==> src/rtl/core/uvs_pkg.sv <==
`timescale 1ns / 1ps

package uvs_pkg;

   localparam int MAX_RINGS    = 256;
   localparam int MAX_SEGMENTS = 256;
   localparam int MIN_SIZE     = 3;

   localparam int CFG_W     = 9;
   localparam int CSR_IDX_W = 8;
   localparam int IDX_W     = 16;
   localparam int POS_W     = 16;
   localparam int ANG_W     = 32;
   localparam int DIV_REM_W = CFG_W;

   localparam logic [CSR_IDX_W-1:0] CSR_RING_COUNT    = CSR_IDX_W'(0);
   localparam logic [CSR_IDX_W-1:0] CSR_SEGMENT_COUNT = CSR_IDX_W'(1);
   localparam logic [CFG_W-1:0]     RING_COUNT_RESET    = CFG_W'(16);
   localparam logic [CFG_W-1:0]     SEGMENT_COUNT_RESET = CFG_W'(16);

   localparam logic OP_POINT = 1'b0;
   localparam logic OP_FACE  = 1'b1;

   localparam int DIV_STEPS     = IDX_W;
   localparam int ANG_DIV_STEPS = ANG_W;
   localparam int CORDIC_STEPS  = 16;
   localparam int ANG_LAT       = ANG_DIV_STEPS + CORDIC_STEPS + 1;

   localparam int Q_DEPTH = 2;
   localparam int Q_PTR_W = (Q_DEPTH > 1) ? $clog2(Q_DEPTH) : 1;
   localparam int Q_CNT_W = $clog2(Q_DEPTH + 1);

   localparam logic signed [POS_W-1:0] Q14_ONE   = 16'sd16384;
   localparam logic signed [ANG_W-1:0] CORDIC_X0 = 32'sd652032874;

   localparam logic signed [ANG_W-1:0] ATAN_TURNS [CORDIC_STEPS] = '{
      32'sd536870912, 32'sd316933406, 32'sd167458907, 32'sd85004756,
      32'sd42667331,  32'sd21354465,  32'sd10679838,  32'sd5340245,
      32'sd2670163,   32'sd1335087,   32'sd667544,    32'sd333772,
      32'sd166886,    32'sd83443,     32'sd41722,     32'sd20861
   };

   typedef enum logic [2:0] {
      KIND_ERR,
      KIND_TOP_POLE,
      KIND_BOT_POLE,
      KIND_RING,
      KIND_TRI_TOP,
      KIND_TRI_BOT,
      KIND_QUAD
   } kind_type;

   typedef struct packed {
      logic             operation;
      logic [IDX_W-1:0] item_index;
   } req_type;

   typedef struct packed {
      logic                    status;
      logic signed [POS_W-1:0] pos_x;
      logic signed [POS_W-1:0] pos_y;
      logic signed [POS_W-1:0] pos_z;
      logic [2:0]              corner_count;
      logic [IDX_W-1:0]        corner_a;
      logic [IDX_W-1:0]        corner_b;
      logic [IDX_W-1:0]        corner_c;
      logic [IDX_W-1:0]        corner_d;
   } rsp_type;

   typedef struct packed {
      kind_type         kind;
      logic [IDX_W-1:0] index;
      logic [IDX_W-1:0] dividend;
   } front_item_type;

   typedef struct packed {
      logic [CFG_W-1:0] rings;
      logic [CFG_W-1:0] segs;
      logic             bad;
      logic [IDX_W:0]   face_total;
      logic [IDX_W-1:0] base;
      logic [IDX_W-1:0] bottom;
   } geom_type;

   // one restoring step: returns {quotient bit, new remainder}
   function automatic logic [DIV_REM_W:0] div_step(logic [DIV_REM_W-1:0] rem,
                                                   logic bit_in,
                                                   logic [DIV_REM_W-1:0] divisor);
      logic [DIV_REM_W:0] t;
      logic               ge;
      t  = {rem, bit_in};
      ge = t >= {1'b0, divisor};
      div_step = {ge, ge ? DIV_REM_W'(t - {1'b0, divisor}) : t[DIV_REM_W-1:0]};
   endfunction

endpackage

==> src/rtl/core/uvs_front.sv <==
`timescale 1ns / 1ps

module uvs_front (
   input  logic                    clock,
   input  logic                    reset,
   input  logic                    req_push,
   output logic                    req_full,
   input  uvs_pkg::req_type        req_data,
   input  uvs_pkg::geom_type       geom,
   input  logic                    mid_pop,
   output logic                    mid_empty,
   output uvs_pkg::front_item_type mid_item
);
   import uvs_pkg::*;

   front_item_type         cls;
   front_item_type         q_mem_ff [Q_DEPTH];
   logic [Q_PTR_W-1:0]     wr_ptr_ff, rd_ptr_ff;
   logic [Q_CNT_W-1:0]     cnt_ff, cnt_in;
   logic [IDX_W-1:0]       n;
   logic                   push;

   assign n = req_data.item_index;

   always_comb begin
      cls          = '0;
      cls.index    = n;
      cls.kind     = KIND_ERR;
      cls.dividend = '0;
      if (geom.bad) begin
         cls.kind = KIND_ERR;
      end else if (req_data.operation == OP_POINT) begin
         if (n > geom.bottom) begin
            cls.kind = KIND_ERR;
         end else if (n == '0) begin
            cls.kind = KIND_TOP_POLE;
         end else if (n == geom.bottom) begin
            cls.kind = KIND_BOT_POLE;
         end else begin
            cls.kind     = KIND_RING;
            cls.dividend = n - IDX_W'(1);
         end
      end else begin
         if ({1'b0, n} >= geom.face_total) begin
            cls.kind = KIND_ERR;
         end else if ({1'b0, n} < (IDX_W+1)'({geom.segs, 1'b0})) begin
            cls.kind = n[0] ? KIND_TRI_BOT : KIND_TRI_TOP;
         end else begin
            cls.kind     = KIND_QUAD;
            cls.dividend = n - IDX_W'({geom.segs, 1'b0});
         end
      end
   end

   assign req_full  = cnt_ff == Q_CNT_W'(Q_DEPTH);
   assign mid_empty = cnt_ff == '0;
   assign mid_item  = q_mem_ff[rd_ptr_ff];
   assign push      = req_push && !req_full;

   always_comb begin
      cnt_in = cnt_ff;
      if (push && !mid_pop) begin
         cnt_in = cnt_ff + 1'b1;
      end else if (!push && mid_pop) begin
         cnt_in = cnt_ff - 1'b1;
      end
   end

   always_ff @(posedge clock) begin
      if (reset) begin
         wr_ptr_ff <= '0;
         rd_ptr_ff <= '0;
         cnt_ff    <= '0;
      end else begin
         cnt_ff <= cnt_in;
         if (push) begin
            wr_ptr_ff <= (wr_ptr_ff == Q_PTR_W'(Q_DEPTH - 1)) ? '0 : wr_ptr_ff + 1'b1;
         end
         if (mid_pop) begin
            rd_ptr_ff <= (rd_ptr_ff == Q_PTR_W'(Q_DEPTH - 1)) ? '0 : rd_ptr_ff + 1'b1;
         end
      end
   end

   always_ff @(posedge clock) begin
      if (push) begin
         q_mem_ff[wr_ptr_ff] <= cls;
      end
   end

endmodule

==> config.mk <==
export PLATFORM = sky130hd
export DESIGN_NAME = uvs_front
export DESIGN_NICKNAME = d
export VERILOG_FILES = /design/src/rtl/core/uvs_pkg.sv /design/src/rtl/core/uvs_front.sv
export SDC_FILE = /design/constraint.sdc
export NUM_CORES = 1
export LEC_CHECK = 0
export BUFFER_PORTS_ARGS = -buffer_cell sky130_fd_sc_hd__buf_4
export CORE_UTILIZATION = 48
export DETAILED_ROUTE_END_ITERATION = 7
export HOLD_SLACK_MARGIN = 0.1
export PLACE_DENSITY = 0.83
export REMOVE_ABC_BUFFERS = 1
export SLEW_MARGIN = 0
export SYNTH_ARGS = -nofsm -noshare
export SYNTH_HDL_FRONTEND = slang
export SYNTH_SLANG_ARGS = --single-unit
==> constraint.sdc <==
create_clock -name clock -period 2.4 [get_ports clock]
set_input_delay 0.24 -clock clock [delete_from_list [all_inputs] [get_ports clock]]
set_output_delay 0.24 -clock clock [all_outputs]
set_load 0.02 [all_outputs]
---- Word level (Yosys, flattened, before mapping) ----
Memory sizes are Yosys's and may differ from the RTL's. A register that Yosys moved wholly into a read port is not among the register bits.
Index checks and enable logic that the tools add are counted.
word-level totals
  register bits after elaboration ......... 4
  RAM bits ................................ 70
  input bits .............................. 89
  output and inout port bits .............. 37
  word-level logic and storage cells ...... 47
  memories kept ........................... 1
memories
  name      words  bits a word  read ports  clocked after Yosys merged registers in  wr ports  line             source
  q_mem_ff  2      35           1           1                                        1         uvs_front.sv:17  front_item_type q_mem_ff [Q_DEPTH];
cells by class
  add/subtract/negate cells ............... 6
  $lt $le $gt $ge ......................... 3
  equal/unequal tests ..................... 2
  multiplexer cells ....................... 23
  reductions and logical operators ........ 9
operators by type and width
  cell                     count
  $mux W16                 7
  $ge A16 B17 Y1           1
  $eq A16 B16 Y1           1
  $gt A16 B16 Y1           1
  $logic_not A16 Y1        1
  $lt A16 B10 Y1           1
  $sub A16 B1 Y16 const B  1
  $sub A16 B10 Y16         1
  $mux W2                  5
  $mux W3                  3
  $mux W1                  8
  $logic_and A1 B1 Y1      3
  $logic_not A1 Y1         3
  $add A1 B1 Y1 const B    2
  $add A2 B1 Y2 const B    1
  $eq A2 B2 Y1 const B     1
  $logic_not A2 Y1         1
  $reduce_bool A2 Y1       1
  $sub A2 B1 Y2 const B    1

---- Depth between registers and ports, before layout ----
  depth in word-level cells ............... 7
  gate-level depth with buffers ........... 10
  mapped depth without buffers ............ 10

---- Least setup slack after synthesis ----
No wires, ideal clock.
  path type ............................... reg2reg
  from .................................... register cnt_ff[0]
  to ...................................... memory q_mem_ff[0][0] in the netlist's numbering (enable)
  library setup time ...................... 427 ps
  data arrival time ....................... 2,091 ps
  data required time ...................... 1,973 ps
  setup slack ............................. -118 ps
  cell stages (with the launch flop) ...... 4
  path buffers ............................ 0
  period minus slack after synthesis ...... 2,518 ps
  cell sequence ........................... dfxtp_1 nand2b_1 nand2_1 nor2_1
between the ends
  word-level cells in the longest chain between the ends .. 5
RTL lines
  what                           line             source
  start, declared                uvs_front.sv:19  logic [Q_CNT_W-1:0] cnt_ff, cnt_in;
  start signal, assigned         uvs_front.sv:75  cnt_ff <= cnt_in;
  $eq A2 B2 Y1                   uvs_front.sv:55  assign req_full = cnt_ff == Q_CNT_W'(Q_DEPTH);
  $logic_not A1 Y1               uvs_front.sv:58  assign push = req_push && !req_full;
  $logic_and A1 B1 Y1            uvs_front.sv:58
  $mux W1                        uvs_front.sv:86  if (push) begin
  $mux W1 (implied by the code)  uvs_front.sv:87  q_mem_ff[wr_ptr_ff] <= cls;
  end, declared                  uvs_front.sv:17
Every way passes these cells.

==> results.ini <==
[status]
status = complete, no violations

[routing]
avgRoutedWirePerCell_um = 16.83
drtIter0Drc = 361
vias = 3806
drc = 0
routed_wl_um = 11510
vias_per_cell = 5.564
dr.pass1.iters = 5
ant_nets = 0

[synthesis]
yosys.area.top_type = edfxtp_1
synth.yosys.warnings = 0
synth_top_area_share_pct = 45.96
ys_ff_latch = 75
yosysMostFrequentCell = edfxtp_1
synth_edf_count = 70
synth.distinct_cells = 60
syn_avg_cell_area_um2 = 11.52
synth_area_um2 = 4573
async_flop_share_pct = 0
ys.flop_type = edfxtp_1
synthTopCellsByCount = edfxtp_1, inv_1, ha_1, mux2_2, nor2_1
netlist_top_cells_area = edfxtp_1, ha_1, mux2_2, inv_1, a21oi_1
ys_seq_area_share_pct = 48.15
synthCells = 397

[grt]
grt_max_degree = 36
grt_antenna_before_repair = 0
overflow = 0
grt_usage_pct = 24.05
grt_pass1_vias = 3844
grt_pass1_wl_um = 18370

[place]
gp_congestion = 0.9115
dp_hpwl_um = 8599
dp_cells = 666
place_area_um2 = 5816
port_buffers = 100

[pwr]
p_int_mw = 2.841
p_sw_share_pct = 29.16
peakVddDrop_uv = 340.2
power_frac_clock_pct = 29.5
seqPwrFrac_pct = 41.7
p_sw_mw = 1.169
p_leak_nw = 2.660
pwr-share-comb_pct = 28.8
power_density_nw_per_um2 = 656.8

[floorplan]
dieArea_um2 = 9922
die_x_um = 99.61
pin_count = 126
initial_utilization_pct = 49.49
core_area_um2 = 9240
rows = 35
dieHeight_um = 99.61

[layout]
syn_to_final_growth_pct = 33.52
fillers = 707
finalCoreUtilization_pct = 66.08
design_area_um2 = 6106
drive_above_1_share_pct = 38.56
diodes = 0
layout.cells.non_filler = 684
nets = 683

[clock_network]
root_buffer = clkbuf_8
clk_latency_ns = 0.36
cts_tree = built
clockBufferDepth = 2
cts-buffers-inserted = 9
htree_levels = 3
clock_sinks = 75
clkTransAtPathRegs_ns = 0.08

[flow_run]
drv_cap = 0

[critical_path]
critPathCaptureType = flip-flop
crit_required_ns = 2.48
startpoint_type = input pin
path_class = in2reg
crit_fanout = 6
cp_data_arrival_time_ns = 2.41

[sta]
hold_ws_ns = 0.1175
fin_tns_setup_ns = 0
slew_headroom_pct = 58.82
min_period_ns = 2.326
finalCritPeriodShare_pct = 96.94
finalHoldViolCount = 0
worst_pin_slew_ns = 0.6136
clock.fmax_mhz = 429.8
drv_slew = 0
setup_violations = 0
skew_ns = 0.003766

[hold_path]
min_path_type = in2reg

-- metrics by stage --
step	power [mW]	setup WS, ns
2_1_floorplan	2.331	-0.1179
3_3_place_gp	2.784	-0.1836
3_5_place_dp	2.842	-0.2882
4_1_cts	4.018	0.07737
5_1_grt	4.169	-0.003426
6_report	4.010	0.07351
-- power groups by stage --
stage	clock network (mW)	logic [mW]	registers, mW
6_report	1.18	1.16	1.67
5_1_grt	1.24	1.25	1.68
4_1_cts	1.20	1.15	1.67
3_5_place_dp	0	1.14	1.70
3_3_place_gp	0	1.09	1.69
2_1_floorplan	0	0.626	1.71
-- critical path: stages --
cell and delay [ns]:
buf_4 0.14, inv_1 0.07, ha_1 0.21, fa_1 0.24, nor2b_1 0.08, o31a_1 0.27
o31a_1 0.29, o41a_1 0.38, a221oi_1 0.30, a21oi_1 0.17
-- timing repair --
action,in CTS,in global routing
hold buffers,2,0
endpoints found under the setup margin,0,15
hold endpoints to repair,6,0
setup buffers,0,0
resized for setup,0,6
-- cell families (layout without fill, tap and decap cells) --
group | after synthesis | count (layout) | share of synthesized area, %
compound gates | 84 | 84 | 13.24
mux | 36 | 36 | 8.837
fa+ha+maj | 44 | 44 | 12.20
xor+xnor | 14 | 14 | 2.681
buf+inv | 58 | 216 | 5.089
flops | 75 | 75 | 48.15
simple gates | 86 | 86 | 9.795
-- registers in the layout, summed over array words and instances (netlist names), named ones only --
| signal | cells |
|---|---|
| q_mem_ff | 70 |
| rd_ptr_ff | 1 |
| cnt_ff | 2 |
| wr_ptr_ff | 1 |
-- layout make-up --
class,count,area (µm²),share of cell area [%]
Sequential cell,75,2202,36.07
Clock inverter,7,115.1,1.885
Timing Repair Buffer,152,1146,18.77
Multi-Input combinational cell,264,2177,35.66
Clock buffer,9,123.9,2.029
Tap cell,129,161.4,2.643
Inverter,48,180.2,2.951
-- layer usage --
metal,wire [µm],track usage [%],up-vias
met5,0,0,-
met4,221,10.52,0
met3,670,3.092,21
met2,5826,41.40,164
met1,4790,30.40,1835
li1,-,-,1786
-- path summary, 6_finish.rpt --
check	slack, ns	endpoint	start	depth (start not counted)
setup reg to reg	0.74	cnt_ff[1]	cnt_ff[0]	6
hold reg to reg	0.53	cnt_ff[1]	cnt_ff[1]	2
setup / recovery	0.07	q_mem_ff[0][11]	req_data[1]	10
hold / removal	0.12	q_mem_ff[0][27]	req_data[11]	1
-- cell usage in the layout (no fill, tap or decap), drive strengths merged, types with 2 or more instances in the layout --
master,count
dfxtp,5
nor2,25
a21o,3
nand2,19
o211ai,7
edfxtp,70
or4,2
nand2b,4
nor3,5
a22o,2
inv,49
o311ai,4
o21ai,18
a21oi,21
bufinv,3
buf,150
dlygate4sd3,2
or3,5
nand3,3
o31a,3
a311oi,3
a221oi,3
clkbuf,9
nand4,6
nor4,4
o41ai,2
clkinv,3
o22ai,5
ha,43
xor2,7
a211oi,2
mux2,35
xnor2,7
nor2b,6
or2,2
o21a,4
Note: power is estimated with default switching activity, not from simulation.
